[config.mk]
export PLATFORM = sky130hd
export DESIGN_NAME = tap_tempo_beat_generator_core
export DESIGN_NICKNAME = d
export VERILOG_FILES = /design/src/hw/rtl/tt_beat_pkg.sv /design/src/hw/rtl/tap_tempo_beat_generator_core.sv /design/src/hw/rtl/tt_beat_divider.sv
export SDC_FILE = /design/constraint.sdc
export NUM_CORES = 1
export LEC_CHECK = 0
export BUFFER_PORTS_ARGS = -buffer_cell sky130_fd_sc_hd__buf_2
export CORE_MARGIN = 1
export CORE_UTILIZATION = 45
export CTS_BUF_LIST = sky130_fd_sc_hd__clkbuf_4 sky130_fd_sc_hd__clkbuf_8
export DETAILED_ROUTE_END_ITERATION = 16
export SYNTH_ARGS = -nofsm -noshare
export SYNTH_HDL_FRONTEND = slang
export SYNTH_SLANG_ARGS = --single-unit
[constraint.sdc]
create_clock -name aclk -period 8.93 [get_ports aclk]
set_input_delay 1.786 -clock aclk [delete_from_list [all_inputs] [get_ports aclk]]
set_output_delay 1.786 -clock aclk [all_outputs]
set_load 0.01 [all_outputs]
[src/hw/rtl/tt_beat_pkg.sv]
// Package: shared constants, types and helpers of the tap tempo beat generator.
package tt_beat_pkg;

    localparam int TT_TIME_W      = 24;
    localparam int TT_LOW_W       = 16;
    localparam int TT_HIGH_W      = TT_TIME_W - TT_LOW_W;
    localparam int TT_INTERVAL_W  = 16;
    localparam int TT_COUNT_W     = 8;
    localparam int TT_LIMIT_W     = 4;
    localparam int TT_DIVIDEND_W  = TT_TIME_W + 1;
    localparam int TT_LED_W       = 4;
    localparam int TT_PHASE_OUT_W = 4;
    localparam int TT_PHASE_BITS  = 4;

    localparam int TT_CFG_ADDR_W  = 2;
    localparam int TT_CFG_DATA_W  = 16;
    localparam int TT_S_DATA_W    = 8;
    localparam int TT_M_DATA_W    = 16;

    localparam logic [TT_CFG_ADDR_W-1:0] CFG_MIN_INTERVAL   = 2'd0;
    localparam logic [TT_CFG_ADDR_W-1:0] CFG_TAP_GAP_LIMIT  = 2'd1;
    localparam logic [TT_CFG_ADDR_W-1:0] CFG_IDLE_GAP_LIMIT = 2'd2;

    localparam logic [TT_INTERVAL_W-1:0] MIN_INTERVAL_RST   = 16'd1024;
    localparam logic [TT_LIMIT_W-1:0]    TAP_GAP_LIMIT_RST  = 4'd2;
    localparam logic [TT_LIMIT_W-1:0]    IDLE_GAP_LIMIT_RST = 4'd7;

    localparam logic [TT_COUNT_W-1:0]    TAP_COUNT_MAX = '1;
    localparam logic [TT_LED_W-1:0]      LED_ALL       = '1;

    typedef enum logic [2:0] {
        ST_IDLE,
        ST_CTRL,
        ST_DIVIDE,
        ST_ALIGN,
        ST_MATCH,
        ST_EMIT
    } tt_state_t;

    typedef struct packed {
        logic busy;
        logic done;
    } tt_div_status_t;

    // Sixteenth of the interval, rounded.
    function automatic logic [TT_INTERVAL_W-1:0] compare_step(
        input logic [TT_INTERVAL_W-1:0] interval
    );
        logic [TT_INTERVAL_W:0] sum;
        sum = {1'b0, interval} + (TT_INTERVAL_W+1)'(8);
        return TT_INTERVAL_W'(sum >> 4);
    endfunction

endpackage

[src/hw/rtl/tap_tempo_beat_generator_core.sv]
// Top level: tap tempo beat generator with sequencer and shared divider.
//
//  Channel   Direction  Handshake                     Content
//  s_axis    in         s_axis_tvalid/s_axis_tready   tick, strobe, start, tap
//  m_axis    out        m_axis_tvalid/m_axis_tready   phase, LEDs, tapping flag
//  cfg       in         cfg_valid/cfg_ready           register index and data
//
// An item without an accepted tap goes from the idle state through control, match
// and emit to the result register; an accepted tap adds the divide state, which
// waits for the divider (one iteration per dividend bit), and the align state. Input
// ready is high only in the idle state; a result waiting in the output register
// holds the sequencer in its emit state until taken. Synchronous reset (aresetn low)
// loads register defaults and clears all state but output data and divider datapath.
module tap_tempo_beat_generator_core #(
    parameter int PHASE_BITS = tt_beat_pkg::TT_PHASE_BITS
) (
    input  logic                                   aclk,
    input  logic                                   aresetn,
    input  logic                                   s_axis_tvalid,
    output logic                                   s_axis_tready,
    // [0] timer_tick, [1] frame_strobe, [2] start_button, [3] tap_button
    input  logic [tt_beat_pkg::TT_S_DATA_W-1:0]    s_axis_tdata,
    output logic                                   m_axis_tvalid,
    input  logic                                   m_axis_tready,
    // [3:0] phase_out, [7:4] led_out, [8] tapping_flag
    output logic [tt_beat_pkg::TT_M_DATA_W-1:0]    m_axis_tdata,
    input  logic                                   cfg_valid,
    output logic                                   cfg_ready,
    input  logic [tt_beat_pkg::TT_CFG_ADDR_W-1:0]  cfg_addr,
    input  logic [tt_beat_pkg::TT_CFG_DATA_W-1:0]  cfg_wdata
);
    import tt_beat_pkg::*;

    localparam int PHASE_EXT_W = (PHASE_BITS > TT_PHASE_OUT_W) ? PHASE_BITS : TT_PHASE_OUT_W;
    localparam int STOP_W      = TT_INTERVAL_W + TT_LIMIT_W;

    tt_state_t state_reg, state_next;

    logic [TT_INTERVAL_W-1:0] min_interval_reg;
    logic [TT_LIMIT_W-1:0]    tap_gap_limit_reg, idle_gap_limit_reg;

    logic [TT_LOW_W-1:0]      time_low_reg, time_low_next;
    logic [TT_HIGH_W-1:0]     time_high_reg, time_high_next;
    logic [TT_INTERVAL_W-1:0] compare_value_reg, compare_value_next;
    logic                     compare_hit_reg, compare_hit_next;
    logic [TT_INTERVAL_W-1:0] beat_interval_reg, beat_interval_next;
    logic [TT_TIME_W-1:0]     last_tap_time_reg, last_tap_time_next;
    logic [TT_COUNT_W-1:0]    tap_count_reg, tap_count_next;
    logic                     tapping_on_reg, tapping_on_next;
    logic [PHASE_BITS-1:0]    beat_phase_reg, beat_phase_next;
    logic [TT_LED_W-1:0]      led_pending_reg, led_pending_next;
    logic [TT_LED_W-1:0]      led_shown_reg, led_shown_next;
    logic [TT_PHASE_OUT_W-1:0] phase_shown_reg, phase_shown_next;
    logic [1:0]               prev_buttons_reg, prev_buttons_next;
    logic [1:0]               presses_reg, presses_next;

    logic                     m_valid_reg, m_valid_next;
    logic [TT_M_DATA_W-1:0]   m_data_reg, m_data_next;

    logic                     s_accept;
    logic                     out_free;
    logic                     in_tick, in_strobe;
    logic [1:0]               in_buttons;
    logic [TT_LOW_W-1:0]      time_low_inc;
    logic [TT_TIME_W-1:0]     now;
    logic [TT_COUNT_W-1:0]    count_inc;
    logic                     tap_ok;

    logic                     div_start;
    logic [TT_DIVIDEND_W-1:0] div_dividend;
    logic [TT_DIVIDEND_W-1:0] div_quotient;
    tt_div_status_t           div_status;
    logic [TT_INTERVAL_W-1:0] mean_sat;

    logic [PHASE_BITS-1:0]    phase_inc;
    logic [PHASE_EXT_W-1:0]   phase_ext;
    logic [PHASE_EXT_W-1:0]   fell_ext;
    logic [TT_TIME_W-1:0]     since;
    logic [STOP_W-1:0]        tap_span, idle_span;
    logic                     stop_check, stop_hit;

    assign in_tick      = s_axis_tdata[0];
    assign in_strobe    = s_axis_tdata[1];
    assign in_buttons   = s_axis_tdata[3:2];
    assign s_axis_tready = (state_reg == ST_IDLE);
    assign s_accept     = s_axis_tvalid && s_axis_tready;
    assign out_free     = !m_valid_reg || m_axis_tready;
    assign cfg_ready    = 1'b1;

    assign time_low_inc = time_low_reg + TT_LOW_W'(1);
    assign now          = {time_high_reg, time_low_reg};
    assign count_inc    = (tap_count_reg == TAP_COUNT_MAX) ? tap_count_reg
                                                           : tap_count_reg + TT_COUNT_W'(1);
    assign tap_ok       = tapping_on_reg && presses_reg[1]
                          && (now > TT_TIME_W'(min_interval_reg));
    // Dividend adds half the new count for rounding.
    assign div_dividend = TT_DIVIDEND_W'(now) + TT_DIVIDEND_W'(count_inc >> 1);
    assign div_start    = (state_reg == ST_CTRL) && !presses_reg[0] && tap_ok;
    assign mean_sat     = (div_quotient[TT_DIVIDEND_W-1:TT_INTERVAL_W] != '0)
                          ? '1 : div_quotient[TT_INTERVAL_W-1:0];

    assign phase_inc  = beat_phase_reg + PHASE_BITS'(1);
    assign phase_ext  = PHASE_EXT_W'(beat_phase_reg);
    assign fell_ext   = PHASE_EXT_W'(beat_phase_reg & ~phase_inc);
    assign since      = now - last_tap_time_reg;
    assign tap_span   = STOP_W'(tap_gap_limit_reg) * STOP_W'(beat_interval_reg);
    assign idle_span  = STOP_W'(idle_gap_limit_reg) * STOP_W'(beat_interval_reg);
    assign stop_check = tapping_on_reg && (now != '0) && (beat_interval_reg > min_interval_reg);
    assign stop_hit   = ((tap_count_reg != '0) && (since > TT_TIME_W'(tap_span)))
                        || (since > TT_TIME_W'(idle_span));

    tt_beat_divider #(
        .DIVIDEND_W (TT_DIVIDEND_W),
        .DIVISOR_W  (TT_COUNT_W)
    ) u_divider (
        .aclk     (aclk),
        .aresetn  (aresetn),
        .start    (div_start),
        .dividend (div_dividend),
        .divisor  (count_inc),
        .quotient (div_quotient),
        .status   (div_status)
    );

    always_ff @(posedge aclk) begin
        if (!aresetn) begin
            state_reg <= ST_IDLE;
        end else begin
            state_reg <= state_next;
        end
    end

    always_comb begin
        state_next         = state_reg;
        time_low_next      = time_low_reg;
        time_high_next     = time_high_reg;
        compare_value_next = compare_value_reg;
        compare_hit_next   = compare_hit_reg;
        beat_interval_next = beat_interval_reg;
        last_tap_time_next = last_tap_time_reg;
        tap_count_next     = tap_count_reg;
        tapping_on_next    = tapping_on_reg;
        beat_phase_next    = beat_phase_reg;
        led_pending_next   = led_pending_reg;
        led_shown_next     = led_shown_reg;
        phase_shown_next   = phase_shown_reg;
        prev_buttons_next  = prev_buttons_reg;
        presses_next       = presses_reg;
        m_valid_next       = m_valid_reg && !m_axis_tready;
        m_data_next        = m_data_reg;

        unique case (state_reg)
            ST_IDLE: begin
                if (s_accept) begin
                    presses_next = '0;
                    if (in_tick) begin
                        time_low_next = time_low_inc;
                        if (time_low_inc == '0) begin
                            time_high_next = time_high_reg + TT_HIGH_W'(1);
                        end
                        if (time_low_inc == compare_value_reg) begin
                            compare_hit_next = 1'b1;
                        end
                    end
                    if (in_strobe) begin
                        led_shown_next    = led_pending_reg;
                        led_pending_next  = '0;
                        phase_shown_next  = phase_ext[TT_PHASE_OUT_W-1:0];
                        presses_next      = in_buttons & ~prev_buttons_reg;
                        prev_buttons_next = in_buttons;
                    end
                    state_next = ST_CTRL;
                end
            end
            ST_CTRL: begin
                state_next = ST_MATCH;
                if (presses_reg[0]) begin
                    time_low_next      = '0;
                    time_high_next     = '0;
                    compare_value_next = compare_step(beat_interval_reg);
                    compare_hit_next   = 1'b0;
                    tapping_on_next    = 1'b1;
                    led_pending_next   = LED_ALL;
                    beat_phase_next    = '0;
                    last_tap_time_next = '0;
                    tap_count_next     = '0;
                end else if (tap_ok) begin
                    tap_count_next     = count_inc;
                    last_tap_time_next = now;
                    state_next         = ST_DIVIDE;
                end
            end
            ST_DIVIDE: begin
                if (div_status.done) begin
                    if (mean_sat > min_interval_reg) begin
                        beat_interval_next = mean_sat;
                    end
                    state_next = ST_ALIGN;
                end
            end
            ST_ALIGN: begin
                // Realign on the new interval.
                compare_value_next = last_tap_time_reg[TT_INTERVAL_W-1:0]
                                     + compare_step(beat_interval_reg);
                state_next = ST_MATCH;
            end
            ST_MATCH: begin
                if (compare_hit_reg) begin
                    compare_value_next = compare_value_reg + compare_step(beat_interval_reg);
                    compare_hit_next   = 1'b0;
                    beat_phase_next    = phase_inc;
                    led_pending_next   = fell_ext[TT_LED_W-1:0];
                    if (stop_check && stop_hit) begin
                        tapping_on_next    = 1'b0;
                        tap_count_next     = '0;
                        last_tap_time_next = '0;
                    end
                end
                state_next = ST_EMIT;
            end
            ST_EMIT: begin
                if (out_free) begin
                    m_valid_next = 1'b1;
                    m_data_next  = TT_M_DATA_W'({tapping_on_reg, led_shown_reg, phase_shown_reg});
                    state_next   = ST_IDLE;
                end
            end
            default: begin
                state_next = ST_IDLE;
            end
        endcase
    end

    always_ff @(posedge aclk) begin
        m_data_reg <= m_data_next;
        if (!aresetn) begin
            min_interval_reg   <= MIN_INTERVAL_RST;
            tap_gap_limit_reg  <= TAP_GAP_LIMIT_RST;
            idle_gap_limit_reg <= IDLE_GAP_LIMIT_RST;
            time_low_reg       <= '0;
            time_high_reg      <= '0;
            compare_value_reg  <= '0;
            compare_hit_reg    <= 1'b0;
            beat_interval_reg  <= '0;
            last_tap_time_reg  <= '0;
            tap_count_reg      <= '0;
            tapping_on_reg     <= 1'b0;
            beat_phase_reg     <= '0;
            led_pending_reg    <= '0;
            led_shown_reg      <= '0;
            phase_shown_reg    <= '0;
            prev_buttons_reg   <= '0;
            presses_reg        <= '0;
            m_valid_reg        <= 1'b0;
        end else begin
            if (cfg_valid && cfg_ready) begin
                unique case (cfg_addr)
                    CFG_MIN_INTERVAL:   min_interval_reg   <= cfg_wdata;
                    CFG_TAP_GAP_LIMIT:  tap_gap_limit_reg  <= cfg_wdata[TT_LIMIT_W-1:0];
                    CFG_IDLE_GAP_LIMIT: idle_gap_limit_reg <= cfg_wdata[TT_LIMIT_W-1:0];
                    default: ;
                endcase
            end
            time_low_reg      <= time_low_next;
            time_high_reg     <= time_high_next;
            compare_value_reg <= compare_value_next;
            compare_hit_reg   <= compare_hit_next;
            beat_interval_reg <= beat_interval_next;
            last_tap_time_reg <= last_tap_time_next;
            tap_count_reg     <= tap_count_next;
            tapping_on_reg    <= tapping_on_next;
            beat_phase_reg    <= beat_phase_next;
            led_pending_reg   <= led_pending_next;
            led_shown_reg     <= led_shown_next;
            phase_shown_reg   <= phase_shown_next;
            prev_buttons_reg  <= prev_buttons_next;
            presses_reg       <= presses_next;
            m_valid_reg       <= m_valid_next;
        end
    end

    assign m_axis_tvalid = m_valid_reg;
    assign m_axis_tdata  = m_data_reg;

    a_one_item_at_a_time: assert property (@(posedge aclk) disable iff (!aresetn)
        s_axis_tvalid && s_axis_tready |=> !s_axis_tready)
        else $error("input accepted while an item is in work");

    a_count_needs_tapping: assert property (@(posedge aclk) disable iff (!aresetn)
        !tapping_on_reg |-> (tap_count_reg == '0))
        else $error("tap count nonzero while tapping is off");

    a_divider_done_in_divide: assert property (@(posedge aclk) disable iff (!aresetn)
        div_status.done |-> (state_reg == ST_DIVIDE))
        else $error("divider result outside the divide step");

    a_divider_idle_outside: assert property (@(posedge aclk) disable iff (!aresetn)
        (state_reg == ST_IDLE) |-> !div_status.busy)
        else $error("divider busy while idle");

endmodule

[src/hw/rtl/tt_beat_divider.sv]
// Iterative restoring divider: one quotient bit per cycle.
module tt_beat_divider #(
    parameter int DIVIDEND_W = tt_beat_pkg::TT_DIVIDEND_W,
    parameter int DIVISOR_W  = tt_beat_pkg::TT_COUNT_W
) (
    input  logic                       aclk,
    input  logic                       aresetn,
    input  logic                       start,
    input  logic [DIVIDEND_W-1:0]      dividend,
    input  logic [DIVISOR_W-1:0]       divisor,
    output logic [DIVIDEND_W-1:0]      quotient,
    output tt_beat_pkg::tt_div_status_t status
);
    import tt_beat_pkg::*;

    localparam int CNT_W = $clog2(DIVIDEND_W + 1);

    logic [DIVISOR_W-1:0]  rem_reg, rem_next;
    logic [DIVIDEND_W-1:0] quot_reg, quot_next;
    logic [DIVISOR_W-1:0]  div_reg, div_next;
    logic [CNT_W-1:0]      cnt_reg, cnt_next;
    logic                  busy_reg, busy_next;
    logic                  done_reg, done_next;
    logic [DIVISOR_W:0]    trial;
    logic [DIVISOR_W:0]    diff;

    assign trial = {rem_reg, quot_reg[DIVIDEND_W-1]};
    assign diff  = trial - {1'b0, div_reg};

    always_comb begin
        rem_next  = rem_reg;
        quot_next = quot_reg;
        div_next  = div_reg;
        cnt_next  = cnt_reg;
        busy_next = busy_reg;
        done_next = 1'b0;
        if (start) begin
            rem_next  = '0;
            quot_next = dividend;
            div_next  = divisor;
            cnt_next  = CNT_W'(DIVIDEND_W);
            busy_next = 1'b1;
        end else if (busy_reg) begin
            // Subtract when the trial remainder covers the divisor.
            if (trial >= {1'b0, div_reg}) begin
                rem_next  = diff[DIVISOR_W-1:0];
                quot_next = {quot_reg[DIVIDEND_W-2:0], 1'b1};
            end else begin
                rem_next  = trial[DIVISOR_W-1:0];
                quot_next = {quot_reg[DIVIDEND_W-2:0], 1'b0};
            end
            cnt_next = cnt_reg - CNT_W'(1);
            if (cnt_reg == CNT_W'(1)) begin
                busy_next = 1'b0;
                done_next = 1'b1;
            end
        end
    end

    always_ff @(posedge aclk) begin
        rem_reg  <= rem_next;
        quot_reg <= quot_next;
        div_reg  <= div_next;
        if (!aresetn) begin
            cnt_reg  <= '0;
            busy_reg <= 1'b0;
            done_reg <= 1'b0;
        end else begin
            cnt_reg  <= cnt_next;
            busy_reg <= busy_next;
            done_reg <= done_next;
        end
    end

    assign quotient    = quot_reg;
    assign status.busy = busy_reg;
    assign status.done = done_reg;

endmodule

# Word-level counts from Yosys, hierarchy flattened
# Index checks and enable logic that the tools add are counted.
[word_totals]
reg_bits = 195
elab_cells = 177
[op_classes]
addsub = 11
multipliers = 2
magnitude_cmp = 6
n_eq_ne = 21
n_mux = 60
n_bitwise = 6
reduce_logical = 44
[op_table]
columns = ["op", "count"]
rows = [
  ["$mux 16", 6],
  ["$mux 24", 4],
  ["$mux 8", 10],
  ["$mux 25", 2],
  ["$gt 24x20->1", 2],
  ["$pmux 16 s3", 1],
  ["$pmux 24 s2", 1],
  ["$mul 4x16->20", 2],
  ["$add 16x13->16", 2],
  ["$gt 16x16->1", 2],
  ["$pmux 16 s2", 1],
  ["$pmux 8 s2", 2],
  ["$add 24x7->25", 1],
  ["$gt 24x16->1", 1],
  ["$mux 4", 6],
  ["$reduce_bool 24->1", 1],
  ["$sub 24x24->24", 1],
  ["$pmux 3 s6", 1],
  ["$add 16x4->17 const B", 1],
  ["$add 16x1->16 const B", 1],
  ["$add 8x1->8 const B", 2],
  ["$eq 16x16->1", 1],
  ["$logic_not 16->1", 1],
  ["$mux 3", 5],
  ["other kinds (41)", 93],
]

# Longest topological paths before layout
# Gate-level depths: netlist of the first run.
[depth]
ltp_word = 8
depth_mapped = 29

# Modules after synthesis
# A second synthesis of the first run with hierarchy kept.
[hier_totals]
cells_unflattened = 2146
hier_area_um2 = 17923.4
[modules_own_cells]
columns = ["module", "n_inst", "cells_each", "area_per_inst_um2", "seq_area_each_um2"]
rows = [
  ["tap_tempo_beat_generator_core", 1, 1945, 15504.9, 3032.9],
  ["tt_beat_divider", 1, 201, 2418.6, 1291.2],
]

# Worst setup path after synthesis of the first run
# OpenSTA, ideal clock, no wires.
[synth_timing]
kind = "reg-to-reg"
startpoint = "register idle_gap_limit_reg[3]"
endpoint = "register last_tap_time_reg[1]"
arrival_ps = 5994
slack_ps = 2876
path_stages_with_launch = 29
n_path_buf = 2
period_less_slack_ps = 6054
path_cell_list = "dfxtp_1 -> clkbuf_1 -> nand2_1 -> fa_1 -> fa_1 -> inv_1 -> ha_1 -> a21o_1 -> a211oi_1 -> nor2_1 -> o41ai_1 -> o211ai_1 -> a31o_1 -> a21o_1 -> a21oi_1 -> a21oi_1 -> xnor2_1 -> ha_1 -> nand4_1 -> nor3_1 -> nand2_1 -> o21ai_0 -> o2111ai_1 -> or3_1 -> a211oi_1 -> nand4_2 -> a21boi_4 -> buf_6 -> a22o_1"
[synth_between]
elab_chain_len = 6
[synth_lines]
columns = ["element", "line_no", "source"]
rows = [
  ["start: declaration", "tap_tempo_beat_generator_core.sv:40", "logic [TT_LIMIT_W-1:0] tap_gap_limit_reg, idle_gap_limit_reg;"],
  ["start signal: assignment", "tap_tempo_beat_generator_core.sv:260", "CFG_IDLE_GAP_LIMIT: idle_gap_limit_reg <= cfg_wdata[TT_LIMIT_W-1:0];"],
  ["$mul 4x16->20", "tap_tempo_beat_generator_core.sv:107", "assign idle_span = STOP_W'(idle_gap_limit_reg) * STOP_W'(beat_interval_reg);"],
  ["$gt 24x20->1", "tap_tempo_beat_generator_core.sv:110", "|| (since > TT_TIME_W'(idle_span));"],
  ["$logic_or 1x1->1", "tap_tempo_beat_generator_core.sv:110", ""],
  ["$logic_and 1x1->1", "tap_tempo_beat_generator_core.sv:213", "if (stop_check && stop_hit) begin"],
  ["$ne 2x2->1 (no line)", "-", ""],
  ["$reduce_and 4->1 (no line)", "-", ""],
  ["end signal: assignment", "tap_tempo_beat_generator_core.sv:269", "last_tap_time_reg <= last_tap_time_next;"],
  ["end: declaration", "tap_tempo_beat_generator_core.sv:47", "logic [TT_TIME_W-1:0] last_tap_time_reg, last_tap_time_next;"],
]
# No other way between the ends.
# A chain may end at the register's enable or synchronous reset.

# Final worst setup path of the first run
[layout_timing]
startpoint = "register tap_gap_limit_reg[3]"
endpoint = "register last_tap_time_reg[19]"
[layout_between]
elab_chain_len = 7
[layout_lines]
columns = ["element", "line_no", "source"]
rows = [
  ["start: declaration", "tap_tempo_beat_generator_core.sv:40", ""],
  ["start signal: assignment", "tap_tempo_beat_generator_core.sv:259", "CFG_TAP_GAP_LIMIT: tap_gap_limit_reg <= cfg_wdata[TT_LIMIT_W-1:0];"],
  ["$mul 4x16->20", "tap_tempo_beat_generator_core.sv:106", "assign tap_span = STOP_W'(tap_gap_limit_reg) * STOP_W'(beat_interval_reg);"],
  ["$gt 24x20->1", "tap_tempo_beat_generator_core.sv:109", "assign stop_hit = ((tap_count_reg != '0) && (since > TT_TIME_W'(tap_span)))"],
  ["$logic_and 1x1->1", "tap_tempo_beat_generator_core.sv:109", ""],
  ["$logic_or 1x1->1", "tap_tempo_beat_generator_core.sv:110", ""],
  ["$logic_and 1x1->1", "tap_tempo_beat_generator_core.sv:213", ""],
  ["$ne 2x2->1 (no line)", "-", ""],
  ["$reduce_and 4->1 (no line)", "-", ""],
]
# No other way between the ends.

==> results.toml, run 1 <==
[logic_synthesis]
synth_edf_count = 42
yosysWarnings = 0
synth_area_leaders = "dfxtp_1 18%, ha_1 14%, edfxtp_1 7.2%"
synth_seq_cells = 195
async_flop_share_pct = 0
synth_area_um2 = 17500
ys_seq_area_share_pct = 24.7
syn_avg_cell_area_um2 = 8.23
synth_top_area_cell = "dfxtp_1"
synth_most_common_cell = "nand2_1"
postSynthCellCount = 2123
ys.flop_type = "dfxtp_1"
synth_common_cells = "227 x nand2_1, 200 x ha_1, 185 x inv_1"
synth_top_area_share_pct = 17.5
yosysUniqueCellTypes = 81

[critical_path]
timing.critical_path.mode_cell = "a21oi_1"
max_stage_delay_ns = 0.90
crit_type = "reg2reg"
path_buf_inv = 1
cp-end-kind = "flip-flop"
cp_data_required_time_ns = 9.38
crit_chain = "nand2_1 > fa_1 > inv_1 > fa_1 > ha_1 > a21oi_1 > nor2b_1 > o31ai_1 > a21oi_1 > a41o_1 > nor2b_1 > nor3_1 > a2111oi_0 > a21oi_1 > xnor2_1 > ha_1 > and4_1 > or3b_1 > a31oi_1 > or3_1 > a211oi_1 > nand4_2 > a21boi_4 > a22o_1"
path_delay_family = "compound AO/OA/AOI/OAI gates"
rr_worst_depth = 24
crit_path_start_kind = "flip-flop"
crit_arrival_ns = 8.25
worst-path-stages = 24
worst_path_max_delay_cell = "a21boi_4"
crit_path_max_fanout = 30

[cells_and_area]
largest_register_ffs = 25
post-route-util_pct = 48.6
antennaDiodeCount = 0
layout.nets = 2388
drive_gt1_share_pct = 5.50
nFillCells = 3749
design_area_um2 = 18400
area_growth_pct = 5.51

[power]
ir_worst_vdd_uv = 94.6
power_leakage_nw = 8.31
power_density_nw_per_um2 = 96.0

[global_routing]
grtUsageTotal_pct = 25.2
overflow = 0
grt_max_degree = 86
grt_pass1_vias = 14200
grt_antenna_before_repair = 1
grt_first_pass_wirelength_um = 76800

[die]
rows = 71
start_util_pct = 46.1
io_pins = 50
die_w_um = 199
fp.dieH_um = 199
core_area_um2 = 37900
design.die.area_um2 = 39600

[clock_tree]
cts_made_buffers = 17
cts_root_buf = "clkbuf_8"
holdBufCountCts = 0
clock-sinks = 195
path_clk_slew_ns = 0.10
cts_max_path_buffers = 2
cts_tree = "built"
clk_latency_ns = 0.52
post_cts_resized = 0
cts_max_level = 4
post-cts-setup-buffers = 0

[timing]
setup_viol = 0
slew_viol_final = 0
finalCritPeriodShare_pct = 87.4
fmax_ghz = 0.128
finalHoldViolations = 0
setup_slack_ns = 1.13
tightest_slew_ns = 1.17
skew_ns = 0.0246
rsz0062_at_grt = "no"
tns_ns = 0
slew_headroom_pct = 22.3
fin_crit_ns = 7.80

[route]
drc = 0
wire_per_inst_um = 18.4
vias = 14700
first_iter_violations = 920
wirelength_um = 48200
drtAntennaViolNets = 0
drt-vias-per-instance = 5.60
first_pass_iters = 7

[min_path]
hp-class = "reg2reg"
whs_path_depth = 0

[placement]
portBuffers = 37
dpl.hpwl_um = 37500
pre_cts_ws_ns = 1.30
placedInstanceArea_um2 = 18000
gp_congestion = 0.901

[run_status]
outcome = "finished clean"

[flow_run]
drv_cap = 0
[layout make-up]
class	count	area, um^2	share of cell area, %
Clock inverter	10	148	0.801
Clock buffer	22	284	1.54
Inverter	185	694	3.77
Tap cell	511	639	3.47
Multi-Input combinational cell	1644	12000	65.3
Sequential cell	195	4320	23.5
Timing Repair Buffer	54	315	1.71
[stage by stage]
stage	hold slack [ns]	std cells	power, mW
6_report	0.442	2621	1.77
5_1_grt	0.459	2621	1.84
4_1_cts	0.447	2621	1.78
3_5_place_dp	0.420	2589	1.14
3_3_place_gp	0.416	2589	1.14
2_1_floorplan	0.408	2129	1.08
[cells by family (layout without fill, tap and decap cells)]
group / Yosys count / after routing / share of synthesized area, %
and+or+nand+nor: 738 / 738 / 21.2
AOI/OAI and AO/OA: 478 / 478 / 18.0
buffers and inverters: 290 / 271 / 6.60
adders and majority gates: 260 / 260 / 21.2
DFF: 195 / 195 / 24.7
xor gates and xnor gates: 134 / 134 / 6.72
muxes: 26 / 26 / 1.50
other: 2 / 8 / 0.0430
[cell usage in the layout, fill, tap and decap left out, types with 18 or more instances in the layout]
master    synthesis  routed
xor2_1           61      61
fa_1             60      60
nand2b_1         21      21
a21o_1           51      51
a22o_1           30      30
clkbuf_8          0      19
edfxtp_1         42      42
buf_2             7      36
xnor2_1          73      73
o21ai_0          88      88
nor2_1          119     119
a21oi_1         117     117
inv_1           185     185
ha_1            200     200
nor2b_1          52      52
nand2_1         227     227
nor3_1           45      45
a211oi_1         24      24
dfxtp_1         153     153
and2_1          107     107
buf_4             9      18
o21ai_1          31      31
mux2i_1          24      24
nand3_1          55      55
a21boi_0         23      23
o21a_1           20      20
nand4_1          31      31
[path summary, 6_finish.rpt]
check	startpoint	end	slack [ns]
worst min-delay path	phase_shown_reg[3]$_SDFFE_PN0P_	m_axis_tdata[3]$_DFFE_PP_	0.44
worst min register to register	phase_shown_reg[3]$_SDFFE_PN0P_	m_axis_tdata[3]$_DFFE_PP_	0.44
worst max-delay path	tap_gap_limit_reg[3]$_SDFFE_PN0P_	last_tap_time_reg[19]$_SDFFE_PN0P_	1.13
worst max register to register	tap_gap_limit_reg[3]$_SDFFE_PN0P_	last_tap_time_reg[19]$_SDFFE_PN0P_	1.13
[power breakdown]
part	switching (mW)	internal, mW
Sequential	0.0176	0.909
Clock	0.340	0.305
Combinational	0.126	0.0730
Total	0.484	1.29
[routing by layer]
layer  GRT usage [%]  wire [um]
met1            32.0      21400
met2            44.5      24000
met3            2.58       1780
met4            7.58        986
met5               0         12
Note: power is estimated with default switching activity, not from simulation.
==> run 2, diff against run 1 <==
Settings changed: CTS_BUF_LIST sky130_fd_sc_hd__clkbuf_4 sky130_fd_sc_hd__clkbuf_8 to not set, REMOVE_ABC_BUFFERS set to 1.
==> results.toml, run 2 (same netlist as run 1, synthesis figures left out) <==
[run_status]
outcome = "finished clean"

[clock_tree]
path_clk_slew_ns = 0.07
cts_root_buf = "clkbuf_16"
cts_max_level = 4
cts_made_buffers = 17
post_cts_resized = 0
holdBufCountCts = 0
clk_latency_ns = 0.45
post-cts-setup-buffers = 0
cts_tree = "built"
clock-sinks = 195
cts_max_path_buffers = 2

[global_routing]
grt_antenna_before_repair = 0
grt_first_pass_wirelength_um = 76300
grt_use_met1_pct = 32.9
grt_pass1_vias = 14400
grt_busiest_layer = "met2"
grtUsageTotal_pct = 24.6
grt_max_degree = 83
overflow = 0
met3_usage_pct = 3.65
use_met2_pct = 40.7

[power]
power_density_nw_per_um2 = 103
p_sw_share_pct = 27.0
seqPwrFrac_pct = 48.0
p_switching_uw = 521
power_leakage_nw = 8.43
ir_worst_vdd_uv = 139
p_clk_share_pct = 41.0
cell_internal_pwr_mw = 1.41
comb_power_share_pct = 10.9

[cells_and_area]
area_growth_pct = 6.86
largest_register_ffs = 25
layout_commonest_cell = "nand2_1"
final_cell_mix = "227 x nand2_1, 200 x ha_1, 185 x inv_1"
antennaDiodeCount = 0
drive_gt1_share_pct = 5.76
final_cells = 2630
layout.nets = 2397

[route]
drt-vias-per-instance = 5.60
drtAntennaViolNets = 0
drc = 0
wire_per_inst_um = 18.0
first_iter_violations = 850
wirelength_um = 47300
vias = 14700
first_pass_iters = 5

[critical_path]
crit_type = "reg2reg"
crit_path_max_fanout = 25
cp-end-kind = "flip-flop"
crit_path_start_kind = "flip-flop"
max_stage_delay_ns = 0.81
rr_worst_depth = 28
reg2reg_setup_slack_ns = 1.30
cp_data_required_time_ns = 9.32
crit_arrival_ns = 8.02
worst_path_max_delay_cell = "dfxtp_1"

[flow_run]
drv_cap = 0

[timing]
setup_viol = 0
fmax_ghz = 0.131
finalHoldViolations = 0
tightest_slew_ns = 1.25
slew_viol_final = 0
rsz0062_at_grt = "no"
setup_slack_ns = 1.30
fin_crit_ns = 7.63
slew_headroom_pct = 15.9
hold_ws_ns = 0.439
tns_ns = 0
finalCritPeriodShare_pct = 85.4
skew_ns = 0.0145

[die]
fp.dieH_um = 199
core_area_um2 = 37900
die_w_um = 199
rows = 71
start_util_pct = 46.1
io_pins = 50
design.die.area_um2 = 39600

[placement]
dpl.hpwl_um = 36400
gp_congestion = 0.901
placed_cells = 2598
pre_cts_ws_ns = 1.36
portBuffers = 37

[min_path]
whs_path_depth = 0
hp-class = "reg2reg"
run 2: stage by stage:
step	util [%]	power, mW	area (um^2)
3_5_place_dp	47.6	1.16	18100
3_3_place_gp	47.6	1.15	18100
2_1_floorplan	-	1.07	17000
4_1_cts	49.2	1.95	18700
5_1_grt	49.2	2.00	18700
6_report	49.2	1.93	18700
run 2: path summary, 6_finish.rpt:
check                                          start                            endpoint
setup / recovery  idle_gap_limit_reg[3]$_SDFFE_PN0P_  last_tap_time_reg[20]$_SDFFE_PN0P_
hold / removal       phase_shown_reg[3]$_SDFFE_PN0P_           m_axis_tdata[3]$_DFFE_PP_
setup reg to reg  idle_gap_limit_reg[3]$_SDFFE_PN0P_  last_tap_time_reg[20]$_SDFFE_PN0P_
hold reg to reg      phase_shown_reg[3]$_SDFFE_PN0P_           m_axis_tdata[3]$_DFFE_PP_
run 2: final cells by class:
cell class              instances  area [um^2]
clock buffers                  22          487
clock inverters                10          114
fillers                      3743        19300
inverters                     185          694
multi-input cells            1644        12000
flip-flops and latches        195         4320
well taps                     511          639
repair buffers                 63          383
run 2: layer usage:
| layer | part of all wire (%) | up-vias |
|---|---|---|
| li1 | - | 7275 |
| met1 | 46 | 7025 |
| met2 | 46 | 357 |
| met3 | 5.5 | 66 |
| met4 | 2.3 | 0 |
| met5 | 0 | - |
run 2: power groups by stage:
stage	clock [mW]	sequential, mW	combinational [mW]
3_5_place_dp	0	0.947	0.208
6_report	0.793	0.927	0.211
4_1_cts	0.810	0.927	0.209
5_1_grt	0.839	0.929	0.234
2_1_floorplan	0	0.940	0.128
3_3_place_gp	0	0.947	0.203
run 2: critical path, delay by kind of cell (launching register included):
family | cells | cell delay, ns
XOR/XNOR | 1 | 0.15
AO/OA/AOI/OAI | 13 | 2.73
AND/OR/NAND/NOR | 7 | 1.51
buffers and inverters | 3 | 0.64
flip-flops | 1 | 0.81
adder cells (fa/ha/maj) | 4 | 1.68
==> run 3, diff against run 2 <==
Settings changed: CELL_PAD_IN_SITES_DETAIL_PLACEMENT set to 0, CELL_PAD_IN_SITES_GLOBAL_PLACEMENT set to 2, CORE_UTILIZATION 45 to 43, PLACE_DENSITY_LB_ADDON set to 0.1.
==> results.toml, run 3 (same netlist as run 1, synthesis figures left out) <==
[run_status]
outcome = "finished clean"

[cells_and_area]
layout.nets = 2400
drive_gt1_share_pct = 5.89
final_cells = 2649
largest_register_ffs = 25
area_growth_pct = 6.95
post-route-util_pct = 46.8
final_cell_mix = "227 x nand2_1, 200 x ha_1, 185 x inv_1"
nFillCells = 3949
layout_commonest_cell = "nand2_1"

[timing]
tns_ns = 0
fmax_ghz = 0.132
skew_ns = 0.0123
setup_slack_ns = 1.36
finalCritPeriodShare_pct = 84.7
slew_headroom_pct = 11.7
tightest_slew_ns = 1.31
fin_crit_ns = 7.57
rsz0062_at_grt = "no"
finalHoldViolations = 0
setup_viol = 0
slew_viol_final = 0

[die]
fp.dieH_um = 204
io_pins = 50
core_area_um2 = 39900
design.die.area_um2 = 41500
die_w_um = 204
rows = 73
start_util_pct = 43.8

[clock_tree]
cts_made_buffers = 17
path_clk_slew_ns = 0.07
clk_latency_ns = 0.46
cts_max_level = 4
cts_max_path_buffers = 2
post-cts-setup-buffers = 0
post_cts_resized = 0
cts_root_buf = "clkbuf_16"
holdBufCountCts = 0
cts_tree = "built"
clock-sinks = 195

[global_routing]
grt_pass1_vias = 14400
grt_max_degree = 67
grt_first_pass_wirelength_um = 80500
grt_antenna_before_repair = 0
grtUsageTotal_pct = 25.2
overflow = 0

[power]
p_clk_share_pct = 40.5
power_density_nw_per_um2 = 102
ir_worst_vdd_uv = 136
power_leakage_nw = 8.42
seqPwrFrac_pct = 48.4
p_sw_share_pct = 27.8
p_switching_uw = 532
cell_internal_pwr_mw = 1.38
comb_power_share_pct = 11.1

[critical_path]
crit_type = "reg2reg"
rr_startpoint = "tap_gap_limit_reg[3]$_SDFFE_PN0P_"
timing.rr.end = "last_tap_time_reg[11]$_SDFFE_PN0P_"
rr_worst_depth = 26
crit_path_max_fanout = 30
reg2reg_setup_slack_ns = 1.36
crit_path_start_kind = "flip-flop"
cp-end-kind = "flip-flop"
crit_end = "last_tap_time_reg[11]$_SDFFE_PN0P_"
cp_data_required_time_ns = 9.33
crit_arrival_ns = 7.97
startpoint = "tap_gap_limit_reg[3]$_SDFFE_PN0P_"

[placement]
gp_congestion = 0.884
portBuffers = 37
placed_cells = 2615
dpl.hpwl_um = 39200
pre_cts_ws_ns = 1.50

[min_path]
whs_path_depth = 0
hp-class = "reg2reg"

[route]
wire_per_inst_um = 19.2
first_iter_violations = 920
wirelength_um = 50800
drtAntennaViolNets = 0
first_pass_iters = 5
drc = 0
drt-vias-per-instance = 5.53
vias = 14700

[flow_run]
drv_cap = 0
[run 3: area by class of cell]
cell class | instances | area, um^2 | share of cell area, %
Antenna cell | 2 | 5.00 | 0.0268
Clock buffer | 21 | 450 | 2.41
Clock inverter | 11 | 121 | 0.649
Inverter | 185 | 694 | 3.72
Multi-Input combinational cell | 1644 | 12000 | 64.4
Sequential cell | 195 | 4320 | 23.1
Tap cell | 525 | 657 | 3.51
Timing Repair Buffer | 66 | 405 | 2.17
[run 3: worst min-delay path by stage]
| stage | end | slack [ns] | from |
|---|---|---|---|
| after floorplan | m_axis_tdata[0]$_DFFE_PP_ | 0.41 | phase_shown_reg[0]$_SDFFE_PN0P_ |
| after global placement | m_axis_tdata[1]$_DFFE_PP_ | 0.42 | phase_shown_reg[1]$_SDFFE_PN0P_ |
| after detailed placement | m_axis_tdata[1]$_DFFE_PP_ | 0.42 | phase_shown_reg[1]$_SDFFE_PN0P_ |
| after CTS | m_axis_tdata[1]$_DFFE_PP_ | 0.43 | phase_shown_reg[1]$_SDFFE_PN0P_ |
| after global routing | m_axis_tdata[6]$_DFFE_PP_ | 0.45 | led_shown_reg[2]$_SDFFE_PN0P_ |
| final | m_axis_tdata[1]$_DFFE_PP_ | 0.43 | phase_shown_reg[1]$_SDFFE_PN0P_ |
[run 3: critical path: stages (launching register included)]
cell and delay [ns]:
dfxtp_1 0.70, nand2_1 0.16, fa_1 0.56, inv_1 0.05
fa_1 0.49, ha_1 0.31, a21oi_1 0.16, nor2b_1 0.08
o31ai_1 0.41, a21oi_1 0.26, a41o_1 0.33, nor2b_1 0.16
nor3_1 0.09, a2111oi_0 0.71, a21oi_1 0.18, xnor2_1 0.18
ha_1 0.29, and4_1 0.21, a21oi_1 0.07, o21ai_1 0.17
o2111ai_1 0.13, or3_1 0.38, a211oi_1 0.23, nand4_2 0.39
a21boi_4 0.22, buf_4 0.36, a22o_1 0.21
[run 3: per-stage QoR]
stage,power [mW],hold slack [ns],area [um^2]
global route,1.99,0.448,18700
finish,1.91,0.433,18700
CTS,1.94,0.435,18700
detailed placement,1.16,0.420,18100
global placement,1.16,0.417,18100
floorplan,1.07,0.408,17000
[run 3: per-layer routing]
metal / GRT usage (%) / up-vias / part of all wire, %
li1: - / 7284 / -
met1: 34.6 / 7079 / 49
met2: 41.5 / 256 / 46
met3: 3.26 / 40 / 4.1
met4: 6.53 / 0 / 1.6
met5: 0 / - / 0
[run 3: power groups by stage]
stage,logic (mW),clock network (mW),registers [mW]
floorplan,0.128,0,0.940
global placement,0.208,0,0.947
detailed placement,0.211,0,0.947
CTS,0.212,0.801,0.927
global route,0.235,0.826,0.929
finish,0.212,0.775,0.927
